### config.mk
export PLATFORM = sky130hd
export DESIGN_NAME = hbtb_merge
export DESIGN_NICKNAME = d
export VERILOG_FILES = /design/src/rtl/height_band_texture_blend_macros.svh /design/src/rtl/hbtb_pkg.sv /design/src/rtl/hbtb_merge.sv
export SDC_FILE = /design/constraint.sdc
export NUM_CORES = 1
export LEC_CHECK = 0
export BUFFER_PORTS_ARGS = -buffer_cell sky130_fd_sc_hd__buf_2
export CORE_ASPECT_RATIO = 1.75
export CORE_UTILIZATION = 35
export CTS_CLUSTER_DIAMETER = 120
export CTS_CLUSTER_SIZE = 25
export DETAILED_ROUTE_END_ITERATION = 7
export PLACE_DENSITY = 0.64
export SETUP_SLACK_MARGIN = 0.3
export SLEW_MARGIN = 20
export SYNTH_ARGS = -nofsm -noshare
export SYNTH_HDL_FRONTEND = slang
export SYNTH_SLANG_ARGS = --single-unit
export TNS_END_PERCENT = 30
### constraint.sdc
create_clock -name clk -period 5.4 [get_ports clk]
set_input_delay 0.27 -clock clk [delete_from_list [all_inputs] [get_ports clk]]
set_output_delay 0.27 -clock clk [all_outputs]
set_load 0.01 [all_outputs]
### src/rtl/height_band_texture_blend_macros.svh
// ----------------------------------------------------------------------------
// Assertion macros for the height band texture blend
// Clocked, reset-qualified assertion shorthands used by the top-level RTL.
// ----------------------------------------------------------------------------
`ifndef HEIGHT_BAND_TEXTURE_BLEND_MACROS_SVH
`define HEIGHT_BAND_TEXTURE_BLEND_MACROS_SVH

// Check that a property holds at every clock edge outside reset.
`define HBTB_ASSERT(lbl, prop, msg) \
  lbl: assert property (@(posedge clk) disable iff (!rst_n) prop) else $error(msg);

// Check that a condition never occurs outside reset.
`define HBTB_NEVER(lbl, cond, msg) \
  lbl: assert property (@(posedge clk) disable iff (!rst_n) !(cond)) else $error(msg);

`endif

### src/rtl/hbtb_pkg.sv
// ----------------------------------------------------------------------------
// hbtb_pkg
// Types, widths and the band step table of the height band texture blend.
// ----------------------------------------------------------------------------
package hbtb_pkg;

  localparam int H_W     = 16;  // height, unsigned 8.8
  localparam int COL_W   = 24;  // one RGB texel
  localparam int CH      = 3;   // color channels
  localparam int CH_W    = 8;   // bits per channel
  localparam int BND_W   = 18;  // band bound, 8.8 with headroom
  localparam int DIV_W   = 16;  // band half width D
  localparam int NUM_W   = 16;  // weight numerator, never above D
  localparam int PROD_W  = CH_W + NUM_W;
  localparam int CNT_W   = 4;   // slot count, up to eight slots
  localparam int QW      = 8;   // quotient bits, one per divider step
  localparam int FIFO_DEPTH = 16;
  localparam int FIFO_AW    = 4;

  typedef struct packed {
    logic [BND_W-1:0] lo;
    logic [BND_W-1:0] opt;
    logic [BND_W-1:0] hi;
  } bound_t;

  // Band step floor(255*256/n) for n occupied slots.
  function automatic logic [DIV_W-1:0] step_for(input logic [CNT_W-1:0] n);
    logic [DIV_W-1:0] s;
    case (n)
      4'd1:    s = 16'd65280;
      4'd2:    s = 16'd32640;
      4'd3:    s = 16'd21760;
      4'd4:    s = 16'd16320;
      4'd5:    s = 16'd13056;
      4'd6:    s = 16'd10880;
      4'd7:    s = 16'd9325;
      4'd8:    s = 16'd8160;
      default: s = 16'd0;
    endcase
    return s;
  endfunction

endpackage

### src/rtl/hbtb_merge.sv
// ----------------------------------------------------------------------------
// hbtb_merge
// Sum of the weighted colors of all lanes, per channel.
// ----------------------------------------------------------------------------
module hbtb_merge #(
  parameter int SLOTS = 4,
  parameter int ACC_W = 26
) (
  input  logic                                                      clk,
  input  logic                                                      rst_n,
  input  logic                                                      valid_i,
  input  logic [SLOTS-1:0][hbtb_pkg::CH-1:0][hbtb_pkg::PROD_W-1:0]  prod_i,
  output logic                                                      valid_o,
  output logic [hbtb_pkg::CH-1:0][ACC_W-1:0]                        acc_o
);

  logic                                   valid_r, valid_nxt;
  logic [hbtb_pkg::CH-1:0][ACC_W-1:0]     acc_r,   acc_nxt;

  always_comb begin
    valid_nxt = valid_i;
    for (int c = 0; c < hbtb_pkg::CH; c++) begin
      acc_nxt[c] = '0;
      for (int i = 0; i < SLOTS; i++) begin
        acc_nxt[c] = acc_nxt[c] + ACC_W'(prod_i[i][c]);
      end
    end
  end

  always_ff @(posedge clk) begin
    if (!rst_n) begin
      valid_r <= 1'b0;
    end else begin
      valid_r <= valid_nxt;
    end
  end

  always_ff @(posedge clk) begin
    acc_r <= acc_nxt;
  end

  assign valid_o = valid_r;
  assign acc_o   = acc_r;

endmodule

==> flow_metrics.tcl <==
set metrics [dict create \
    grt_max_degree 16 \
    cts_resized 0 \
    cts_sinks 79 \
    num_rows 79 \
    syn_avg_cell_area_um2 8.69 \
    ys_top_cells_by_count "inv_1 (405), fa_1 (144), dfxtp_1 (79)" \
    ys_seq_area_share_pct 16.5 \
    synthFlopType "dfxtp_1" \
    power_density_nw_per_um2 377 \
    wl_per_cell_um 12.6 \
    grt_antenna_before_repair 0 \
    min_period_ns 3.54 \
    synth_top_area_share_pct 30.1 \
    io_pins 370 \
    nets 1985 \
    async_flop_share_pct 0 \
    detail_route.vias_per_cell 4.45 \
    critPathMostFrequentCell "fa_1" \
    gp_congestion 0.852 \
    synth-seq-cells 79 \
    critPathTopFamily "compound AO/OA/AOI/OAI gates" \
    hold_path_class "in2reg" \
    yosys.area.top_type "fa_1" \
    fin_tns_setup_ns 0 \
    grt_pass1_vias 8916 \
    cp_slowest_cell "fa_1" \
    hpwl_mm 21.0 \
    crit_path_end_kind "flip-flop" \
    whs_path_depth 2 \
    ant_nets 0 \
    dp_slack_ns 1.51 \
    drtIter0Drc 172 \
    diodes 0 \
    start_kind "primary input" \
    yosysWarnings 0 \
    status "completed" \
    path_cells "buf_2 -> fa_1 -> fa_1 -> ha_1 -> fa_1 -> a21o_1 -> a31oi_1 -> o21ai_1 -> a31oi_2 -> o21ai_1 -> a211o_1 -> a21o_1" \
    synth_fp_nets 1614 \
    wl_mm 23.2 \
    die_area_um2 28100 \
    hold_viol_final 0 \
    whs_endpoint "valid_o$_SDFF_PN0_" \
    finalInstanceArea_um2 12200 \
    regArea_um2 1580 \
    vdd.ir_drop.worst_mv 0.162 \
    start_util_pct 35.8 \
    rsz0062_at_grt "no" \
    multi_input_area_um2 6450 \
    drc 0 \
    critPathKind "in2reg" \
    fmax_ghz 0.282 \
    synthMostInstantiatedCell "inv_1" \
    cts_setup_buffers 0 \
    htreeDepth 3 \
    synthToLayoutAreaGrowth_pct 26.8 \
    worstMarginPinSlew_ns 0.534 \
    finalMaxSlewViolations 0 \
    cts_root_buffer "clkbuf_16" \
    cts_hold_buf 0 \
    grt-ovfl-total 0 \
    synth_edf_count 0 \
    setup_viol 0 \
    cts_buffers 9 \
    grt_pass1_wl_mm 39.0 \
    crit_buf_inv 1 \
    crit_required_ns 5.64 \
    arrival_ns 3.79 \
    synth_cells 1104 \
    slew_headroom_pct 64.0 \
    cp_max_fo 4 \
    place_area_um2 11900 \
    hp-start "valid_i" \
    core_um2 26800 \
    vias 8203 \
    max_cap_viol_count 0 \
    finalPower_uw 4580 \
    die-width_um 127 \
    post-route-period-util_pct 65.6 \
    cts_tree "yes" \
    cp_slowest_stage_delay_ns 0.55 \
    grt.total_usage_pct 17.5 \
    cts_buffer_depth 2 \
    io_buffers 369 \
    syn_area_um2 9590 \
    layout_setup_ws_ns 1.86 \
    drive_gt1_share_pct 27.6 \
    synth_area_leaders "fa_1 (30%), dfxtp_1 (16%), inv_1 (16%), ha_1 (9.8%), xnor2_1 (3.5%)" \
    n_fill_cell 2742 \
    dr.pass1.iters 4 \
    leakagePower_uw 0.00705 \
    yosysUniqueCellTypes 69 \
    clk_pin_slew_ns 0.06 \
    die_y_um 221 \
]
## layer usage
metal	up-vias	routed length, µm	part of all wire, %	global-route usage [%]
met1	3826	8510	37	17.3
met2	257	12500	54	34.0
met5	-	0	0	0
met3	41	1440	6.2	4.09
met4	0	729	3.1	6.91
li1	4079	-	-	-
## area by class of cell
cell class / instances / area share, %
flip-flops and latches: 79 / 13.0
well taps: 364 / 3.74
inverters: 405 / 12.5
multi-input cells: 611 / 53.1
clock buffers: 9 / 1.85
clock inverters: 7 / 0.658
repair buffers: 369 / 15.2
## placed cells by master (no fill, tap or decap), types with 5 or more instances in the layout
cell and n:
a211oi_1 7, a21o_1 30, a21oi_1 58, a31oi_1 6, and2_1 6, and3_1 6, buf_2 369, clkbuf_16 9
dfxtp_1 79, fa_1 144, ha_1 75, inv_1 405, nand2_1 33, nand2b_1 6, nand3_1 11, nand4_1 5
nor2_1 34, nor2b_1 5, nor3_1 9, o211ai_1 8, o21a_1 9, o21ai_0 24, o21bai_1 8, xnor2_1 38
xor2_1 22
## state kept, by name (all words and copies together) (netlist names)
signal,cells
valid_o,1
acc_o,78
## kinds of logic (layout without fill, tap and decap cells)
family	Yosys count	after routing	share of synthesized area, %
compound gates	200	200	15.1
buf+inv	414	790	16.2
flops	79	79	16.5
simple gates	132	132	6.89
fa+ha+maj	219	219	39.8
xor+xnor	60	60	5.48
## where the power goes
group          switching (µW)  internal [µW]
registers                68.4            902
logic                    1680           1290
clock network             275            365
total                    2030           2550
## per-stage QoR
stage	cells	hold WS [ns]	util, %
4_1_cts	1844	0.105	45.4
6_report	1844	0.125	45.4
5_1_grt	1844	0.128	45.4
3_5_place_dp	1828	0.481	44.3
2_1_floorplan	1104	0.392	-
3_3_place_gp	1828	0.478	44.3
## worst max-delay path by stage
| stage | from | slack [ns] | cells after the start | endpoint |
|---|---|---|---|---|
| floorplan | prod_i[49] | 1.94 | 13 | acc_o[75]$_DFF_P_ |
| global placement | prod_i[25] | 1.54 | 12 | acc_o[51]$_DFF_P_ |
| CTS | prod_i[25] | 1.86 | 12 | acc_o[51]$_DFF_P_ |
| finish | prod_i[25] | 1.86 | 12 | acc_o[51]$_DFF_P_ |
| global route | prod_i[25] | 1.72 | 12 | acc_o[51]$_DFF_P_ |
| detailed placement | prod_i[25] | 1.51 | 12 | acc_o[51]$_DFF_P_ |
No activity file was read; power rests on OpenSTA's default activity.
