$ cat config.mk
export PLATFORM = sky130hd
export DESIGN_NAME = hbtb_lane
export DESIGN_NICKNAME = d
export VERILOG_FILES = /design/src/rtl/height_band_texture_blend_macros.svh /design/src/rtl/hbtb_pkg.sv /design/src/rtl/hbtb_lane.sv
export SDC_FILE = /design/constraint.sdc
export NUM_CORES = 1
export LEC_CHECK = 0
export ABC_AREA = 0
export BUFFER_PORTS_ARGS = -buffer_cell sky130_fd_sc_hd__buf_2
export CELL_PAD_IN_SITES_DETAIL_PLACEMENT = 2
export CELL_PAD_IN_SITES_GLOBAL_PLACEMENT = 2
export CORE_ASPECT_RATIO = 1.25
export CORE_MARGIN = 3
export CORE_UTILIZATION = 25
export DETAILED_ROUTE_END_ITERATION = 10
export PLACE_DENSITY = 0.61
export SYNTH_ARGS = -nofsm -noshare
export SYNTH_HDL_FRONTEND = slang
export SYNTH_SLANG_ARGS = --single-unit
$ cat constraint.sdc
create_clock -name clk -period 7.2 [get_ports clk]
set_input_delay 0.36 -clock clk [delete_from_list [all_inputs] [get_ports clk]]
set_output_delay 0.36 -clock clk [all_outputs]
set_load 0.05 [all_outputs]
$ cat src/rtl/height_band_texture_blend_macros.svh
// ----------------------------------------------------------------------------
// Assertion macros for the height band texture blend
// Clocked, reset-qualified assertion shorthands used by the top-level RTL.
// ----------------------------------------------------------------------------
`ifndef HEIGHT_BAND_TEXTURE_BLEND_MACROS_SVH
`define HEIGHT_BAND_TEXTURE_BLEND_MACROS_SVH

// Check that a property holds at every clock edge outside reset.
`define HBTB_ASSERT(lbl, prop, msg) \
  lbl: assert property (@(posedge clk) disable iff (!rst_n) prop) else $error(msg);

// Check that a condition never occurs outside reset.
`define HBTB_NEVER(lbl, cond, msg) \
  lbl: assert property (@(posedge clk) disable iff (!rst_n) !(cond)) else $error(msg);

`endif

$ cat src/rtl/hbtb_pkg.sv
// ----------------------------------------------------------------------------
// hbtb_pkg
// Types, widths and the band step table of the height band texture blend.
// ----------------------------------------------------------------------------
package hbtb_pkg;

  localparam int H_W     = 16;  // height, unsigned 8.8
  localparam int COL_W   = 24;  // one RGB texel
  localparam int CH      = 3;   // color channels
  localparam int CH_W    = 8;   // bits per channel
  localparam int BND_W   = 18;  // band bound, 8.8 with headroom
  localparam int DIV_W   = 16;  // band half width D
  localparam int NUM_W   = 16;  // weight numerator, never above D
  localparam int PROD_W  = CH_W + NUM_W;
  localparam int CNT_W   = 4;   // slot count, up to eight slots
  localparam int QW      = 8;   // quotient bits, one per divider step
  localparam int FIFO_DEPTH = 16;
  localparam int FIFO_AW    = 4;

  typedef struct packed {
    logic [BND_W-1:0] lo;
    logic [BND_W-1:0] opt;
    logic [BND_W-1:0] hi;
  } bound_t;

  // Band step floor(255*256/n) for n occupied slots.
  function automatic logic [DIV_W-1:0] step_for(input logic [CNT_W-1:0] n);
    logic [DIV_W-1:0] s;
    case (n)
      4'd1:    s = 16'd65280;
      4'd2:    s = 16'd32640;
      4'd3:    s = 16'd21760;
      4'd4:    s = 16'd16320;
      4'd5:    s = 16'd13056;
      4'd6:    s = 16'd10880;
      4'd7:    s = 16'd9325;
      4'd8:    s = 16'd8160;
      default: s = 16'd0;
    endcase
    return s;
  endfunction

endpackage

$ cat src/rtl/hbtb_lane.sv
// ----------------------------------------------------------------------------
// hbtb_lane
// One slot: band weight numerator, then per channel color times weight.
// ----------------------------------------------------------------------------
module hbtb_lane (
  input  logic                                          clk,
  input  logic [hbtb_pkg::H_W-1:0]                      h_i,
  input  logic [hbtb_pkg::COL_W-1:0]                    color_i,
  input  logic                                          present_i,
  input  hbtb_pkg::bound_t                              bound_i,
  output logic [hbtb_pkg::CH-1:0][hbtb_pkg::PROD_W-1:0] prod_o
);

  logic [hbtb_pkg::NUM_W-1:0]                    num_r,  num_nxt;
  logic [hbtb_pkg::COL_W-1:0]                    col_r,  col_nxt;
  logic [hbtb_pkg::CH-1:0][hbtb_pkg::PROD_W-1:0] prod_r, prod_nxt;

  logic [hbtb_pkg::BND_W-1:0] h18;
  logic [hbtb_pkg::BND_W-1:0] diff;
  logic                       hit;

  // Stage A: weight numerator, zero outside the band
  always_comb begin
    h18  = hbtb_pkg::BND_W'(h_i);
    hit  = present_i && (h18 >= bound_i.lo) && (h18 <= bound_i.hi);
    diff = (h18 < bound_i.opt) ? (h18 - bound_i.lo) : (bound_i.hi - h18);
    num_nxt = hit ? diff[hbtb_pkg::NUM_W-1:0] : '0;
    col_nxt = color_i;
  end

  // Stage B: channel 0 is red (bits 23:16), channel 2 is blue
  always_comb begin
    for (int c = 0; c < hbtb_pkg::CH; c++) begin
      prod_nxt[c] = hbtb_pkg::PROD_W'(col_r[hbtb_pkg::CH_W*(hbtb_pkg::CH-1-c) +: hbtb_pkg::CH_W])
                    * hbtb_pkg::PROD_W'(num_r);
    end
  end

  always_ff @(posedge clk) begin
    num_r  <= num_nxt;
    col_r  <= col_nxt;
    prod_r <= prod_nxt;
  end

  assign prod_o = prod_r;

endmodule

==> results_dict.tcl <==
set metrics [dict create \
    status "complete, no violations" \
    post_synth_instance_area_um2 17030 \
    gr-total-overflow 0 \
    synth-edff-count 0 \
    wl_mm 50.15 \
    clock_sinks 112 \
    cpPeakStageDelay_ns 0.92 \
    slew_headroom_pct 29.73 \
    grt_start_max_net_pins 25 \
    worstHoldPathType "input port to register" \
    mostFrequentLayoutCells "inv_1, and2_1, fa_1" \
    ys_types 63 \
    routabilityCongestion 0.7635 \
    hpwl_mm 41.72 \
    multi_input_area_um2 13170 \
    timing_hold_violations_final 0 \
    fin_worst_skew_ns 0.01744 \
    cts_buffer_depth 2 \
    cts_buffers 9 \
    syn_area_per_cell_um2 8.990 \
    startpoint_type "register" \
    dp.cells 2873 \
    drtIter0Drc 267 \
    worstPathCellList "nand2_1, fa_1, fa_1, inv_1, fa_1, inv_1, fa_1, inv_1, ha_1, and3_1, a2111oi_4, o311ai_2, a41oi_2, nor2_1, a2111oi_4, a21oi_2, xor2_1" \
    io_pins 168 \
    fmax_mhz 180.8 \
    track_usage_pct 14.51 \
    crit_path_end_kind "register" \
    stdcell_count 2891 \
    rows 106 \
    num_vias 13028 \
    crit_fanout 24 \
    ctsRootBufferMaster "clkbuf_16" \
    fin_tns_setup_ns 0 \
    cap_violations 0 \
    critPathKind "register to register" \
    fin_ws_ns 1.668 \
    tightest_slew_ns 1.053 \
    leakage_uw 0.01044 \
    place_ws_ns 1.654 \
    min_period_ns 5.532 \
    path_clk_slew_ns 0.09 \
    fp.dieH_um 297.8 \
    area_delta_synth_final_pct 12.24 \
    die_area_um2 71290 \
    finalSetupViolCount 0 \
    path_buf_inv 3 \
    start_util_pct 25.37 \
    postSynth.asyncResetShare_pct 0 \
    wire_per_inst_um 17.35 \
    cp.required_ns 7.49 \
    cp_slowest_cell "dfxtp_1" \
    n_fill_cell 7713 \
    holdBufCountCts 0 \
    vias_per_cell 4.506 \
    first_pass_iters 4 \
    ys.flop_type "dfxtp_1" \
    yosys_warnings 0 \
    layout-drive-gt1-share_pct 10.37 \
    drv_slew 0 \
    seqCellArea_um2 2242 \
    nets 2564 \
    synth_seq_area_share_pct 13.17 \
    port_buffers 167 \
    rsz0062_at_grt "no" \
    cts_resized 0 \
    cts_tree "yes" \
    cp_top_family "adder cells" \
    arrival_ns 5.82 \
    htreeDepth 3 \
    grt_pass1_vias 15618 \
    syn_inst 1894 \
    final_common_cell "inv_1" \
    post_cts_buffers 0 \
    p_per_area_nw_per_um2 114.5 \
    irDropWorstVdd_uv 124.0 \
    min_period_over_period_pct 76.83 \
    ys_ff_latch 112 \
    antenna_found_initial 7 \
    worstSkewPairLatency_ns 0.41 \
    core_area_um2 67110 \
    grt_pass1_wl_mm 81.55 \
    die_w_um 239.4 \
    syn-num-nets 2438 \
    drc_errors 0 \
    antenna_violating_nets_post_route 0 \
    cpMostUsedCell "fa_1" \
]
[Yosys cell counts (all sizes together), types with 3 or more instances]
cell | count | area, um^2
a41oi | 3 | 33.79
o21ai | 31 | 155.2
a211oi | 12 | 90.09
a31oi | 3 | 18.77
a31o | 3 | 26.28
nor2b | 16 | 100.1
xnor2 | 50 | 437.9
o21bai | 4 | 30.03
a21boi | 6 | 45.04
nand4 | 5 | 31.28
fa | 254 | 5085
o21a | 17 | 127.6
o31ai | 8 | 60.06
xor2 | 21 | 183.9
dfxtp | 112 | 2242
a21o | 33 | 247.7
o211ai | 10 | 75.07
nor2 | 63 | 236.5
and2 | 333 | 2083
or3 | 7 | 48.80
nand2 | 92 | 345.3
o311a | 3 | 30.03
a22o | 4 | 35.03
a221oi | 5 | 43.79
inv | 366 | 1374
nand2b | 12 | 75.07
o211a | 5 | 50.05
o221ai | 3 | 32.53
mux2i | 6 | 60.06
a211o | 3 | 26.28
clkbuf | 60 | 225.2
a2111oi | 4 | 78.82
nor3 | 22 | 110.1
and3 | 17 | 107.6
nand3 | 20 | 100.1
ha | 194 | 2427
o31a | 3 | 26.28
a21oi | 61 | 309.1
[worst paths after layout]
check	start	end	slack (ns)	cells past startpoint
setup / recovery	num_r[4]	prod_o[46]	1.67	17
hold / removal	color_i[7]	col_r[7]	0.04	1
setup reg to reg	num_r[4]	prod_o[46]	1.67	17
hold reg to reg	col_r[8]	prod_o[24]	0.82	1
[report_power, final]
| part | internal [uW] | switching, uW |
|---|---|---|
| Combinational | 300 | 541 |
| Sequential | 679 | 65.6 |
| Clock | 311 | 293 |
| Total | 1290 | 899 |
[state kept, by name (all words and copies together) (netlist names)]
register / cells
prod_o: 72
num_r: 16
col_r: 24
[stage by stage]
step / instance area [um^2] / hold slack, ns / utilization [%] / total power, uW
floorplan: 17030 / 0.3877 / - / 1346
detailed placement: 18780 / 0.4653 / 27.99 / 1627
finish: 19110 / 0.04424 / 28.48 / 2189
global route: 19110 / 0.02678 / 28.47 / 2360
CTS: 19110 / 0.02136 / 28.47 / 2258
global placement: 18780 / 0.4640 / 27.99 / 1605
[logic make-up (layout without fill, tap and decap cells)]
group                      Yosys count  count (layout)  share of synthesized area, %
DFF                                112             112                         13.17
buffers and inverters              428             559                         9.458
other                                0               2                             0
AOI/OAI and AO/OA                  231             231                         9.656
xor gates and xnor gates            71              71                         3.652
and+or+nand+nor                    596             596                         19.46
muxes                                8               8                        0.4850
adders and majority gates          448             448                         44.12
[layout make-up]
cell class | instances | share of cell area [%]
multi-input cells | 1354 | 68.93
flip-flops and latches | 112 | 11.73
inverters | 366 | 7.189
well taps | 864 | 5.657
repair buffers | 177 | 4.766
clock buffers | 10 | 1.198
clock inverters | 6 | 0.4976
diodes | 2 | 0.02619
[metal layers]
layer | share of wire (%) | global-route usage, % | vias to the layer above | routed length [um]
li1 | - | - | 6153 | -
met1 | 39 | 15.47 | 6684 | 19410
met2 | 57 | 29.62 | 158 | 28550
met3 | 3.0 | 1.935 | 31 | 1494
met4 | 1.4 | 3.083 | 2 | 678
met5 | 0.024 | 0 | - | 12
(Power assumes the default switching activity.)
