==> config.mk <==
export PLATFORM = sky130hd
export DESIGN_NAME = hbtb_div
export DESIGN_NICKNAME = d
export VERILOG_FILES = /design/src/rtl/height_band_texture_blend_macros.svh /design/src/rtl/hbtb_pkg.sv /design/src/rtl/hbtb_div.sv
export SDC_FILE = /design/constraint.sdc
export NUM_CORES = 2
export LEC_CHECK = 0
export BUFFER_PORTS_ARGS = -buffer_cell sky130_fd_sc_hd__buf_2
export CORE_AREA = 2 2 354 356
export DETAILED_ROUTE_END_ITERATION = 8
export DIE_AREA = 0 0 356 358
export GPL_ROUTABILITY_DRIVEN = 0
export HOLD_SLACK_MARGIN = 0.06
export PLACE_DENSITY = 0.54
export SLEW_MARGIN = 40
export SYNTH_ARGS = -nofsm -noshare
export SYNTH_HDL_FRONTEND = slang
export SYNTH_SLANG_ARGS = --single-unit
export TNS_END_PERCENT = 5
==> constraint.sdc <==
create_clock -name clk -period 4.1 [get_ports clk]
set_input_delay 0.41 -clock clk [delete_from_list [all_inputs] [get_ports clk]]
set_output_delay 0.41 -clock clk [all_outputs]
set_load 0.01 [all_outputs]
==> src/rtl/height_band_texture_blend_macros.svh <==
// ----------------------------------------------------------------------------
// Assertion macros for the height band texture blend
// Clocked, reset-qualified assertion shorthands used by the top-level RTL.
// ----------------------------------------------------------------------------
`ifndef HEIGHT_BAND_TEXTURE_BLEND_MACROS_SVH
`define HEIGHT_BAND_TEXTURE_BLEND_MACROS_SVH

// Check that a property holds at every clock edge outside reset.
`define HBTB_ASSERT(lbl, prop, msg) \
  lbl: assert property (@(posedge clk) disable iff (!rst_n) prop) else $error(msg);

// Check that a condition never occurs outside reset.
`define HBTB_NEVER(lbl, cond, msg) \
  lbl: assert property (@(posedge clk) disable iff (!rst_n) !(cond)) else $error(msg);

`endif

==> src/rtl/hbtb_pkg.sv <==
// ----------------------------------------------------------------------------
// hbtb_pkg
// Types, widths and the band step table of the height band texture blend.
// ----------------------------------------------------------------------------
package hbtb_pkg;

  localparam int H_W     = 16;  // height, unsigned 8.8
  localparam int COL_W   = 24;  // one RGB texel
  localparam int CH      = 3;   // color channels
  localparam int CH_W    = 8;   // bits per channel
  localparam int BND_W   = 18;  // band bound, 8.8 with headroom
  localparam int DIV_W   = 16;  // band half width D
  localparam int NUM_W   = 16;  // weight numerator, never above D
  localparam int PROD_W  = CH_W + NUM_W;
  localparam int CNT_W   = 4;   // slot count, up to eight slots
  localparam int QW      = 8;   // quotient bits, one per divider step
  localparam int FIFO_DEPTH = 16;
  localparam int FIFO_AW    = 4;

  typedef struct packed {
    logic [BND_W-1:0] lo;
    logic [BND_W-1:0] opt;
    logic [BND_W-1:0] hi;
  } bound_t;

  // Band step floor(255*256/n) for n occupied slots.
  function automatic logic [DIV_W-1:0] step_for(input logic [CNT_W-1:0] n);
    logic [DIV_W-1:0] s;
    case (n)
      4'd1:    s = 16'd65280;
      4'd2:    s = 16'd32640;
      4'd3:    s = 16'd21760;
      4'd4:    s = 16'd16320;
      4'd5:    s = 16'd13056;
      4'd6:    s = 16'd10880;
      4'd7:    s = 16'd9325;
      4'd8:    s = 16'd8160;
      default: s = 16'd0;
    endcase
    return s;
  endfunction

endpackage

==> src/rtl/hbtb_div.sv <==
// ----------------------------------------------------------------------------
// hbtb_div
// Pipelined restoring divide by the band half width, one quotient bit per
// stage, with saturation at 255 and black output when no slot is occupied.
// ----------------------------------------------------------------------------
module hbtb_div #(
  parameter int ACC_W = 26
) (
  input  logic                                           clk,
  input  logic                                           rst_n,
  input  logic                                           valid_i,
  input  logic [hbtb_pkg::CH-1:0][ACC_W-1:0]             acc_i,
  input  logic [hbtb_pkg::DIV_W-1:0]                     div_i,
  output logic                                           valid_o,
  output logic [hbtb_pkg::CH-1:0][hbtb_pkg::CH_W-1:0]    res_o
);

  localparam int REM_W = ACC_W + 1;
  localparam int ST    = hbtb_pkg::QW;

  logic [REM_W-1:0]       rem_r [ST][hbtb_pkg::CH];
  logic [REM_W-1:0]       rem_nxt [ST][hbtb_pkg::CH];
  logic [hbtb_pkg::QW-1:0] q_r  [ST][hbtb_pkg::CH];
  logic [hbtb_pkg::QW-1:0] q_nxt [ST][hbtb_pkg::CH];
  logic                   sat_r [ST][hbtb_pkg::CH];
  logic                   sat_nxt [ST][hbtb_pkg::CH];
  logic [ST-1:0]          v_r, v_nxt;

  logic [REM_W-1:0]        prev_rem [ST][hbtb_pkg::CH];
  logic [hbtb_pkg::QW-1:0] prev_q   [ST][hbtb_pkg::CH];
  logic                    prev_sat [ST][hbtb_pkg::CH];
  logic [REM_W-1:0]        trial;
  logic [REM_W-1:0]        div_ext;

  always_comb begin
    div_ext = REM_W'(div_i);
    // stage inputs: first stage from the accumulator, the rest shift down
    for (int c = 0; c < hbtb_pkg::CH; c++) begin
      prev_rem[0][c] = REM_W'(acc_i[c]);
      prev_q[0][c]   = '0;
      prev_sat[0][c] = REM_W'(acc_i[c]) >= (div_ext << hbtb_pkg::QW);
    end
    for (int s = 1; s < ST; s++) begin
      for (int c = 0; c < hbtb_pkg::CH; c++) begin
        prev_rem[s][c] = rem_r[s-1][c];
        prev_q[s][c]   = q_r[s-1][c];
        prev_sat[s][c] = sat_r[s-1][c];
      end
    end

    trial = '0;
    for (int s = 0; s < ST; s++) begin
      trial = div_ext << (ST - 1 - s);
      for (int c = 0; c < hbtb_pkg::CH; c++) begin
        sat_nxt[s][c] = prev_sat[s][c];
        if (prev_rem[s][c] >= trial) begin
          rem_nxt[s][c] = prev_rem[s][c] - trial;
          q_nxt[s][c]   = {prev_q[s][c][hbtb_pkg::QW-2:0], 1'b1};
        end else begin
          rem_nxt[s][c] = prev_rem[s][c];
          q_nxt[s][c]   = {prev_q[s][c][hbtb_pkg::QW-2:0], 1'b0};
        end
      end
    end

    v_nxt = {v_r[ST-2:0], valid_i};
  end

  always_ff @(posedge clk) begin
    if (!rst_n) begin
      v_r <= '0;
    end else begin
      v_r <= v_nxt;
    end
  end

  always_ff @(posedge clk) begin
    rem_r <= rem_nxt;
    q_r   <= q_nxt;
    sat_r <= sat_nxt;
  end

  always_comb begin
    for (int c = 0; c < hbtb_pkg::CH; c++) begin
      if (div_i == '0) begin
        res_o[c] = '0;
      end else if (sat_r[ST-1][c]) begin
        res_o[c] = '1;
      end else begin
        res_o[c] = q_r[ST-1][c];
      end
    end
  end

  assign valid_o = v_r[ST-1];

endmodule

==> summary.txt <==
Hold path
  • Hold_sp: acc_i[59]
  • Hold Crit Class: primary input to flip-flop

Clock network
  • CTS HTree Levels: 3
  • Postcts setup bufs: 0
  • Clock Path Buffers: 3
  • Worst-path clk slew: 0.06 ns
  • Clock latency on the worst-skew pair: 0.67 ns
  • Clock Sinks: 707
  • Number of CTS-inserted buffers: 82
  • CTS root buffer: clkbuf_16
  • CTS tree: done

Pwr
  • Int Pwr: 0.0209 W
  • Switching share of total power: 0.377
  • Comb power frac: 0.445
  • Switching Power: 0.0126 W
  • Pleak: 19.4 nW
  • Clock share of power: 0.227
  • PwrDens: 726 nW/um2
  • Reg power frac: 0.328
  • Worst vdd ir: 429 uV
  • Design Power: 0.0335 W

Floorplanning
  • # rows: 129
  • # IOs: 122
  • Die X: 356 um
  • Initial Util: 0.319
  • Placeable Area: 123000 um2
  • Die ar.: 127000 um2
  • Die span in y: 358 um

Detailed routing
  • DR DRC count: 0
  • Post-Route WL: 106000 um
  • Detailed-route via count: 31900
  • Antenna Nets Post-Route: 0
  • Wire per inst: 16.7 um
  • First drt pass iteration count: 5
  • Vias per cell: 5.02
  • DR iter-0 viols: 2023

Timing
  • Period Utilization, post-route: 0.892
  • Max Transition Viols Final: 0
  • Unrepaired setup endpoints after global routing: no
  • FMAX: 273 MHz
  • Actual slew at the worst max-slew pin: 0.789 ns
  • Fin crit period: 3.66 ns
  • Final Skew: 0.0253 ns
  • WHS: 0.114 ns
  • Setup violators final: 0
  • Max-slew headroom: 0.473
  • Setup_tns: 0 ns
  • Final Hold Viols: 0

Global route
  • Number of global-route vias before repair: 31000
  • Initial antenna violation count: 2
  • Met3 Use GR: 0.0209
  • Largest net degree at the start of global routing: 32
  • M2 GR Usage: 0.255
  • First-pass GRT wire length: 167000 um
  • Congestion Overflow GR: 0
  • GRT met1 Usage: 0.228
  • Gr usage total: 0.163
  • Gr busiest metal: met2

Synthesis
  • Cell area after synthesis: 39300 um2
  • Number of library cell types mapped by synthesis: 94
  • Warnings, synthesis: 0
  • Ys flop type: dfxtp_1
  • EDFF count, synth: 0
  • Post-synth ARST share: 0
  • Largest cells by area after synthesis: dfxtp_1, ha_1, xnor2_1
  • Synth top area share: 0.360
  • Syn Inst Count: 4354
  • Number of synthesized register bits: 707
  • Post-synth top area cell: dfxtp_1
  • Syn Area/Cell: 9.03 um2
  • Mapped Nets: 4904
  • Register area share after synthesis: 0.360

Place
  • Placed Cells: 6118
  • HPWL after detailed placement: 82100 um
  • IO Port Bufs: 121

Job
  • Max_cap viols: 0

Setup path
  • Worst Setup Path Type: primary input to flip-flop
  • Arrival time at the worst endpoint: 4.23 ns
  • Required time worst endpoint: 4.67 ns
  • Reg-to-reg startpoint: prev_rem[300]
  • Type of element capturing the critical path: flip-flop
  • Critical Path Start: acc_i[33]
  • CP startpoint kind: primary input
  • Crit Path Max Fanout: 26

Final layout
  • Area Growth Syn to Fin: 17.4%
  • Final #Nets: 5198
  • Layout cells sized above 1: 0.108
  • Final core utilization: 0.374
  • Final Non-Filler Cells: 6349

Outcome
  • Outcome: finished clean
## worst max-delay path: stages
cell and delay [ns]:
dlygate4sd3_1 0.59, buf_2 0.17, inv_1 0.05, ha_1 0.15, inv_1 0.06, fa_1 0.40
a21o_1 0.19, a21oi_1 0.27, o21ai_0 0.17, a41o_1 0.34, a2111oi_0 0.66, o21ai_2 0.27
buf_4 0.30, o21a_1 0.19
## power by group through the flow
| stage | registers [W] | clock network (W) | logic (W) |
|---|---|---|---|
| after floorplan | 0.0105 | 0 | 0.0119 |
| after global placement | 0.0111 | 0 | 0.0146 |
| after detailed placement | 0.0111 | 0 | 0.0146 |
| after CTS | 0.0109 | 0.00785 | 0.0148 |
| after global routing | 0.0112 | 0.00810 | 0.0168 |
| final | 0.0110 | 0.00760 | 0.0149 |
## cell usage after synthesis (32+ instances only)
cell type  instances
o21ai_0          279
xnor2_1          218
o21a_1            79
nand2b_1          63
ha_1             432
nand3_1           81
o21bai_1          37
a211oi_1          40
a31oi_1           38
nor3_1           104
nand4_1           55
mux2_2            83
dfxtp_1          707
nor2_1           323
a21o_1           123
nand2_1          327
xor2_1           164
a21oi_1          368
nor4_1            62
clkbuf_1          65
or3_1             43
nor2b_1           57
inv_1            138
o31ai_1           32
## layout by cell type, fill, tap and decap left out, drive strengths merged, types with 83 or more instances in the layout
cell	count
inv	144
o21ai	286
xnor2	218
nor2	323
a21o	123
dfxtp	707
nor3	105
nand2	327
xor2	164
a21oi	370
ha	432
clkbuf	99
mux2	83
dlygate4sd3	83
buf	215
## worst paths after layout
| path | to | slack (ns) | cells after the start |
|---|---|---|---|
| worst max register to register | prev_rem[241] | 0.93 | 12 |
| worst min-delay path | prev_rem[493] | 0.11 | 3 |
| worst min register to register | prev_sat[10] | 0.32 | 0 |
| worst max-delay path | prev_rem[533] | 0.44 | 14 |
## flip-flops by register name, summed over array words and instances (netlist names)
name	count
prev_sat	21
q_r	24
sat_r	3
v_r	8
prev_rem	567
prev_q	84
## stage by stage
stage / area (um2) / setup WS (ns)
after detailed placement: 42500 / 0.205
after floorplan: 39300 / 0.407
after global placement: 42400 / 0.217
after CTS: 46100 / 0.500
after global routing: 46100 / 0.111
final: 46100 / 0.442
## metal layers
metal,vias to the layer above,share of wire,wire length (um)
met5,-,0,0
met2,622,0.42,45000
met3,195,0.034,3600
li1,16400,-,-
met1,14600,0.51,53600
met4,0,0.037,3930
## layout make-up
cell class	instances	area, um2
diodes	1	2.50
clock buffers	99	2220
clock inverters	48	619
fillers	12500	77200
inverters	140	526
multi-input cells	3419	24300
flip-flops and latches	707	14200
well taps	1637	2050
repair buffers	298	2270
## logic make-up (layout without fill, tap and decap cells)
logic type | after synthesis | in the layout | share of synthesized area
AOI/OAI and AO/OA | 1206 | 1206 | 0.195
xor gates and xnor gates | 382 | 382 | 0.0851
adders and majority gates | 453 | 453 | 0.148
buffers and inverters | 228 | 585 | 0.0232
DFF | 707 | 707 | 0.360
muxes | 95 | 95 | 0.0268
other | 0 | 1 | 0
and+or+nand+nor | 1283 | 1283 | 0.162
## what timing repair did
| item | CTS | global route |
|---|---|---|
| hold endpoints to repair | 89 | 0 |
| resized for setup | 0 | 0 |
| hold buffers | 83 | 0 |
Note: power is estimated with default switching activity, not from simulation.
