$ cat config.mk
export PLATFORM = sky130hd
export DESIGN_NAME = hbtb_bands
export DESIGN_NICKNAME = d
export VERILOG_FILES = /design/src/rtl/height_band_texture_blend_macros.svh /design/src/rtl/hbtb_pkg.sv /design/src/rtl/hbtb_bands.sv
export SDC_FILE = /design/constraint.sdc
export NUM_CORES = 1
export LEC_CHECK = 0
export BUFFER_PORTS_ARGS = -buffer_cell sky130_fd_sc_hd__buf_2
export CAP_MARGIN = 10
export CORE_AREA = 2 2 161 163
export DETAILED_ROUTE_END_ITERATION = 7
export DIE_AREA = 0 0 163 165
export HOLD_SLACK_MARGIN = 0.12
export MAX_ROUTING_LAYER = met4
export PLACE_DENSITY = 0.73
export SYNTH_ARGS = -nofsm -noshare
export SYNTH_HDL_FRONTEND = slang
export SYNTH_SLANG_ARGS = --single-unit
$ cat constraint.sdc
create_clock -name clk -period 8.52 [get_ports clk]
set_clock_uncertainty 0.05 [all_clocks]
set_input_delay 1.704 -clock clk [delete_from_list [all_inputs] [get_ports clk]]
set_output_delay 1.704 -clock clk [all_outputs]
set_load 0.005 [all_outputs]
$ cat src/rtl/height_band_texture_blend_macros.svh
// ----------------------------------------------------------------------------
// Assertion macros for the height band texture blend
// Clocked, reset-qualified assertion shorthands used by the top-level RTL.
// ----------------------------------------------------------------------------
`ifndef HEIGHT_BAND_TEXTURE_BLEND_MACROS_SVH
`define HEIGHT_BAND_TEXTURE_BLEND_MACROS_SVH

// Check that a property holds at every clock edge outside reset.
`define HBTB_ASSERT(lbl, prop, msg) \
  lbl: assert property (@(posedge clk) disable iff (!rst_n) prop) else $error(msg);

// Check that a condition never occurs outside reset.
`define HBTB_NEVER(lbl, cond, msg) \
  lbl: assert property (@(posedge clk) disable iff (!rst_n) !(cond)) else $error(msg);

`endif

$ cat src/rtl/hbtb_pkg.sv
// ----------------------------------------------------------------------------
// hbtb_pkg
// Types, widths and the band step table of the height band texture blend.
// ----------------------------------------------------------------------------
package hbtb_pkg;

  localparam int H_W     = 16;  // height, unsigned 8.8
  localparam int COL_W   = 24;  // one RGB texel
  localparam int CH      = 3;   // color channels
  localparam int CH_W    = 8;   // bits per channel
  localparam int BND_W   = 18;  // band bound, 8.8 with headroom
  localparam int DIV_W   = 16;  // band half width D
  localparam int NUM_W   = 16;  // weight numerator, never above D
  localparam int PROD_W  = CH_W + NUM_W;
  localparam int CNT_W   = 4;   // slot count, up to eight slots
  localparam int QW      = 8;   // quotient bits, one per divider step
  localparam int FIFO_DEPTH = 16;
  localparam int FIFO_AW    = 4;

  typedef struct packed {
    logic [BND_W-1:0] lo;
    logic [BND_W-1:0] opt;
    logic [BND_W-1:0] hi;
  } bound_t;

  // Band step floor(255*256/n) for n occupied slots.
  function automatic logic [DIV_W-1:0] step_for(input logic [CNT_W-1:0] n);
    logic [DIV_W-1:0] s;
    case (n)
      4'd1:    s = 16'd65280;
      4'd2:    s = 16'd32640;
      4'd3:    s = 16'd21760;
      4'd4:    s = 16'd16320;
      4'd5:    s = 16'd13056;
      4'd6:    s = 16'd10880;
      4'd7:    s = 16'd9325;
      4'd8:    s = 16'd8160;
      default: s = 16'd0;
    endcase
    return s;
  endfunction

endpackage

$ cat src/rtl/hbtb_bands.sv
// ----------------------------------------------------------------------------
// hbtb_bands
// Slot mask register and band bound rebuild on each mask write.
// ----------------------------------------------------------------------------
module hbtb_bands #(
  parameter int SLOTS = 4
) (
  input  logic                             clk,
  input  logic                             rst_n,
  input  logic                             cfg_wen,
  input  logic [SLOTS-1:0]                 cfg_wdata,
  output logic [SLOTS-1:0]                 mask_o,
  output hbtb_pkg::bound_t [SLOTS-1:0]     bound_o,
  output logic [hbtb_pkg::DIV_W-1:0]       div_o
);

  logic [SLOTS-1:0]                 mask_r,  mask_nxt;
  hbtb_pkg::bound_t [SLOTS-1:0]     bound_r, bound_nxt;
  logic [hbtb_pkg::DIV_W-1:0]       div_r,   div_nxt;

  logic [hbtb_pkg::CNT_W-1:0]       cnt;
  logic [hbtb_pkg::CNT_W-1:0]       k;
  logic [hbtb_pkg::DIV_W-1:0]       step;
  logic [hbtb_pkg::DIV_W-1:0]       dv;
  logic [19:0]                      lo_full;

  always_comb begin
    cnt = '0;
    for (int i = 0; i < SLOTS; i++) begin
      cnt = cnt + hbtb_pkg::CNT_W'(cfg_wdata[i]);
    end
    step = hbtb_pkg::step_for(cnt);
    dv   = (cnt == '0) ? '0 : step - 16'd256;

    k       = '0;
    lo_full = '0;
    for (int i = 0; i < SLOTS; i++) begin
      bound_nxt[i] = '0;
      if (cfg_wdata[i]) begin
        lo_full          = 20'(k) * 20'(step);
        bound_nxt[i].lo  = lo_full[hbtb_pkg::BND_W-1:0];
        bound_nxt[i].opt = lo_full[hbtb_pkg::BND_W-1:0] + hbtb_pkg::BND_W'(dv);
        bound_nxt[i].hi  = bound_nxt[i].opt + hbtb_pkg::BND_W'(dv);
        k = k + 4'd1;
      end
    end

    if (cfg_wen) begin
      mask_nxt = cfg_wdata;
      div_nxt  = dv;
    end else begin
      mask_nxt  = mask_r;
      div_nxt   = div_r;
      bound_nxt = bound_r;
    end
  end

  always_ff @(posedge clk) begin
    if (!rst_n) begin
      mask_r  <= '0;
      div_r   <= '0;
      bound_r <= '0;
    end else begin
      mask_r  <= mask_nxt;
      div_r   <= div_nxt;
      bound_r <= bound_nxt;
    end
  end

  assign mask_o  = mask_r;
  assign bound_o = bound_r;
  assign div_o   = div_r;

endmodule

==> impl_metrics.json, run 1 <==
{
  "nNetsFinal": 1856,
  "area_delta_synth_final_pct": 14.96,
  "fmax_mhz": 123.0,
  "finalSetupViolations": 0,
  "relSlewSlack": 0.3346,
  "arrival_ns": 8.41,
  "peakVddDrop_mv": 0.2325,
  "grt_pass1_vias": 10660,
  "critPathMaxFanout": 4,
  "hpwl_mm": 28.39,
  "wl_per_cell_um": 18.45,
  "fill_cells": 2299,
  "cp_common_cell": "ha_1",
  "num_vias": 11450,
  "drive_above_1_share": 0.1921,
  "yosysTopAreaCell": "dfxtp_1",
  "ctsHtreeMaxLevel": 4,
  "gr-total-overflow": 0,
  "multi_input_area_um2": 8295,
  "synth_cells": 1498,
  "synthSimpleGateAreaFrac": 0.1906,
  "critPathRequiredTime_ns": 8.80,
  "post_cts_resized": 0,
  "cts_tree": "built",
  "drv_cap": 0,
  "slowest_stage": "fa_1",
  "drc_errors": 0,
  "ys_types": 77,
  "place.gp.congestion": 0.9655,
  "grt_max_degree": 83,
  "period_share": 0.9539,
  "drv_slew": 0,
  "initial_core_util": 0.5055,
  "clk_latency_ns": 0.43,
  "cp-start-kind": "input port",
  "die_w_um": 163,
  "synth_ff_type": "dfxtp_1",
  "p_per_area_nw_per_um2": 332.5,
  "hold_slack_ns": 0.4027,
  "yosys_warnings": 0,
  "die_h_um": 165,
  "p_leak_nw": 7.205,
  "timing.final.crit_period_ns": 8.127,
  "cp-end-kind": "register",
  "drtAntennaViolNets": 0,
  "crit_type": "in2reg",
  "synth_top_area_frac": 0.2752,
  "grt_pass1_wl_mm": 57.28,
  "yosysMostFrequentCell": "dfxtp_1",
  "track_usage": 0.2789,
  "synth_seq_area_share": 0.2752,
  "clkTransAtPathRegs_ns": 0.08,
  "avgViaCountPerCell": 5.636,
  "synth_fa_ha_area_frac": 0.1647,
  "synth_compound_area_frac": 0.2071,
  "cpPeakStageDelay_ns": 0.53,
  "synth_area_leaders": "dfxtp_1 28%, ha_1 15%, nor2b_1 5.4%",
  "synthesis.area_um2": 12660,
  "cts.sinks": 174,
  "dr.pass1.iters": 5,
  "worstHoldPathType": "reg2reg",
  "rsz0062_at_grt": "false",
  "synthArstFlopShare": 0,
  "synthXorXnorAreaFrac": 0.07049,
  "antenna_found_initial": 0,
  "io_pins": 243,
  "tns_ns": 0,
  "tightest_slew_ns": 0.9944,
  "synth-seq-cells": 174,
  "syn_avg_cell_area_um2": 8.449,
  "synth_common_cells": "174 x dfxtp_1, 149 x ha_1, 109 x nor2b_1, 96 x nand2_1, 96 x nor2_1",
  "synth_top_family_by_area": "compound AO/OA/AOI/OAI gates",
  "total_power_mw": 4.838,
  "initialDrtViolationCount": 984,
  "muxShareOfSynthArea": 0.01216,
  "cts_max_path_buffers": 2,
  "synth_edf_count": 0,
  "placedCellCount": 2000,
  "routed_wl_mm": 37.49,
  "regArea_um2": 3483,
  "clock-root-buffer": "clkbuf_16",
  "port_buffers": 209,
  "row_count": 58,
  "cts_setup_buffers": 0,
  "cts-hold-fix-buffers": 0,
  "final_util": 0.5811,
  "hold_viol": 0,
  "stdcell_count": 2032,
  "status": "finished, final reports clean",
  "numCtsBuffers": 17,
  "core-area_um2": 25040,
  "antenna_cells": 0,
  "die_area_um2": 26900
}
layout make-up:
class	instances	area share
Clock inverter	15	0.01041
Tap cell	330	0.02838
Sequential cell	174	0.2394
Multi-Input combinational cell	1151	0.5702
Timing Repair Buffer	264	0.1013
Clock buffer	17	0.02924
Inverter	81	0.02107
final timing paths:
path	start	to	slack, ns	depth (start not counted)
setup reg to reg	bound_o[211]$_SDFFE_PN0P_	bound_o[211]$_SDFFE_PN0P_	7.63	2
setup / recovery	cfg_wdata[0]	bound_o[179]$_SDFFE_PN0P_	0.39	35
hold reg to reg	bound_o[70]$_SDFFE_PN0P_	bound_o[70]$_SDFFE_PN0P_	0.40	2
hold / removal	bound_o[70]$_SDFFE_PN0P_	bound_o[70]$_SDFFE_PN0P_	0.40	2
state kept, by name (all words and copies together) (netlist names):
signal   count
bound_o    159
div_o       11
mask_o       4
where the power goes:
part / switching, mW / internal (mW)
Clock: 0.396 / 0.390
Sequential: 0.0608 / 0.918
Combinational: 1.76 / 1.31
worst max-delay path, delay by kind of cell:
kind / cells / cell delay, ns
buffers and inverters: 7 / 0.52
XOR/XNOR: 2 / 0.31
AND/OR/NAND/NOR: 6 / 1.10
AO/OA/AOI/OAI: 10 / 1.65
adder cells (fa/ha/maj): 9 / 2.86
multiplexers: 1 / 0.25
stage by stage:
stage          cell area [µm²]  setup WS [ns]
3_5_place_dp             13970       0.001920
6_report                 14550         0.3931
2_1_floorplan            12780        0.02873
3_3_place_gp             13970         0.1168
4_1_cts                  14540         0.4423
5_1_grt                  14550        0.03075
logic make-up after synthesis:
| family | count (synthesis) |
|---|---|
| AND/OR/NAND/NOR | 466 |
| multiplexers | 15 |
| other | 1 |
| AO/OA/AOI/OAI | 376 |
| flip-flops | 174 |
| adder cells (fa/ha/maj) | 160 |
| buffers and inverters | 205 |
| XOR/XNOR | 101 |
layout by cell type (no fill, tap or decap), types with 5 or more instances in the layout:
master and instances:
a211oi_1 6, a21boi_0 19, a21o_1 28, a21oi_1 83
a22o_1 35, a22oi_1 67, a31oi_1 16, and2_1 49
and3_1 7, buf_2 208, buf_4 55, clkbuf_16 17
conb_1 33, dfxtp_1 174, fa_1 11, ha_1 149
inv_1 80, mux2i_1 14, nand2_1 96, nand2b_1 9
nand3_1 31, nand4_1 15, nor2_1 93, nor2b_1 109
nor3_1 21, nor3b_1 6, o21a_1 14, o21ai_0 38
o21ai_1 5, o21bai_1 7, o2bb2ai_1 6, or2_2 9
or3_1 5, xnor2_1 70, xor2_1 30
routing by layer:
metal / vias up / track usage / part of all wire
met5: - / - / 0
met4: 0 / 0.08930 / 0.025
met3: 63 / 0.04746 / 0.063
met2: 393 / 0.4253 / 0.45
met1: 5439 / 0.3768 / 0.47
li1: 5557 / - / -
Power figures use the tool's default switching activity.
==> run 2, diff against run 1 <==
--- a/config.mk
+++ b/config.mk
@@ -6,7 +6,7 @@
 export NUM_CORES = 1
 export LEC_CHECK = 0
 export BUFFER_PORTS_ARGS = -buffer_cell sky130_fd_sc_hd__buf_2
-export CAP_MARGIN = 10
+export CAP_MARGIN = 20
 export CORE_AREA = 2 2 161 163
 export DETAILED_ROUTE_END_ITERATION = 7
 export DIE_AREA = 0 0 163 165
==> constraint.sdc (replaced) <==
create_clock -name clk -period 8.52 [get_ports clk]
set_clock_uncertainty 0.05 [all_clocks]
set_input_delay 0 -clock clk [delete_from_list [all_inputs] [get_ports clk]]
set_output_delay 0 -clock clk [all_outputs]
set_load 0.005 [all_outputs]
==> run 2 against run 1 <==
Effect of this change:
- worst hold slack better by 0.0013 ns
- cell area is 1.2% lower
- die area stayed put
- routed wire length is 1.9% lower
- combinational power is 4% lower
- sequential share of layout area is 0.29 points higher
- maximum frequency is 4.0% higher
- via count is 2.0% lower
- global-route usage is 0.16 points lower
- sequential power hardly changed
- critical path type unchanged
- largest cell class unchanged
- largest power group unchanged
- highest routed layer unchanged
==> impl_metrics.json, run 2 (synthesis gave the netlist of run 1 again) <==
{
  "tns_ns": 0,
  "fill_cells": 2311,
  "die_h_um": 165,
  "hold_viol": 0,
  "gr-total-overflow": 0,
  "worst_slack_ns": 0.7034,
  "worstHoldPathType": "reg2reg",
  "total_power_mw": 4.754,
  "core-area_um2": 25040,
  "avgViaCountPerCell": 5.600,
  "drv_cap": 0,
  "critPathRequiredTime_ns": 8.81,
  "nNetsFinal": 1829,
  "drv_slew": 0,
  "layout_commonest_cell": "buf_2",
  "grt_pass1_vias": 10300,
  "cp-end-kind": "register",
  "slowest_stage": "dlygate4sd3_1",
  "rsz0062_at_grt": "false",
  "met2_usage": 0.4272,
  "p_per_area_nw_per_um2": 330.7,
  "largest_reg_flops": 159,
  "initialDrtViolationCount": 810,
  "row_count": 58,
  "hpwl_mm": 27.90,
  "antenna_found_initial": 0,
  "port_buffers": 209,
  "pre_cts_ws_ns": 0.7006,
  "num_vias": 11220,
  "clock-root-buffer": "clkbuf_16",
  "dr.pass1.iters": 5,
  "grt_max_degree": 88,
  "arrival_ns": 8.10,
  "tightest_slew_ns": 0.9257,
  "wl_per_cell_um": 18.35,
  "ctsHtreeMaxLevel": 4,
  "numCtsBuffers": 17,
  "area_delta_synth_final_pct": 13.60,
  "busiest_layer": "met2",
  "peakVddDrop_mv": 0.2038,
  "timing.final.crit_period_ns": 7.817,
  "track_usage": 0.2773,
  "die_area_um2": 26900,
  "grt_pass1_wl_mm": 56.68,
  "drc_errors": 0,
  "grt_util_met1": 0.3760,
  "global_route.usage.met3": 0.03943,
  "crit_type": "in2reg",
  "fmax_mhz": 127.9,
  "critPathMaxFanout": 14,
  "cts.sinks": 174,
  "die_w_um": 163,
  "relSlewSlack": 0.3806,
  "clkTransAtPathRegs_ns": 0.08,
  "cts_tree": "built",
  "drtAntennaViolNets": 0,
  "finalSetupViolations": 0,
  "cts_max_path_buffers": 2,
  "cp-start-kind": "input port",
  "p_leak_nw": 7.094,
  "initial_core_util": 0.5055,
  "place.gp.congestion": 0.9372,
  "clk_latency_ns": 0.44,
  "routed_wl_mm": 36.78,
  "cpPeakStageDelay_ns": 0.53,
  "status": "finished, final reports clean",
  "antenna_cells": 0,
  "final_cell_mix": "208 x buf_2, 174 x dfxtp_1, 149 x ha_1",
  "period_share": 0.9174,
  "drive_above_1_share": 0.1720,
  "io_pins": 243
}
[run 2: cell count changes in the layout (fill, tap and decap cells not counted), moves of 2 or more]
cell and change:
nor2_1 +2, clkinv_4 +2, buf_4 -35, clkinvlp_4 -4
nor2_2 -2, dlygate4sd3_1 +9
[run 2: per-layer routing]
metal,vias up,routed length (µm)
li1,5508,-
met5,-,0
met4,0,999
met3,62,2200
met2,403,16420
met1,5250,17160
[run 2: path summary, 6_finish.rpt]
path | start | to | slack [ns] | depth (start not counted)
hold / removal | bound_o[176]$_SDFFE_PN0P_ | bound_o[176]$_SDFFE_PN0P_ | 0.40 | 2
setup reg to reg | bound_o[199]$_SDFFE_PN0P_ | bound_o[199]$_SDFFE_PN0P_ | 7.19 | 3
setup / recovery | cfg_wdata[0] | bound_o[179]$_SDFFE_PN0P_ | 0.70 | 36
hold reg to reg | bound_o[176]$_SDFFE_PN0P_ | bound_o[176]$_SDFFE_PN0P_ | 0.40 | 2
[run 2: cell type report]
cell class,count,area [µm²],share of cell area
multi-input combinational,1151,8299,0.5772
sequential,174,3483,0.2423
timing repair buffer,237,1281,0.08911
clock buffer,17,425.4,0.02959
tap,330,412.9,0.02872
inverter,81,306.5,0.02132
clock inverter,14,168.9,0.01175
[run 2: through the flow]
step,hold slack (ns),area (µm²),instances,utilization
final,0.4040,14380,2004,0.5743
after CTS,0.4113,14370,2004,0.5739
after detailed placement,0.3345,13680,1964,0.5466
after floorplan,0.1274,12780,1530,-
after global placement,0.3298,13680,1964,0.5466
after global routing,0.4343,14380,2004,0.5743
[run 2: where the power goes]
part	total (mW)	switching [mW]	internal, mW
Sequential	0.981	0.0635	0.918
Combinational	2.96	1.71	1.25
Clock	0.810	0.391	0.419
Total	4.75	2.16	2.59
[run 2: critical path, delay by kind of cell]
kind / cells / cell delay [ns]
mux: 1 / 0.36
compound gates: 10 / 1.74
fa+ha+maj: 9 / 3.15
buf+inv: 9 / 1.52
simple gates: 5 / 0.98
xor+xnor: 2 / 0.33
[run 2: what timing repair did]
item	in CTS	in global routing
endpoints found under the hold margin	82	0
setup endpoints to repair	0	1
gates resized for setup	0	1
buffers inserted	0	0
hold buffers	9	0
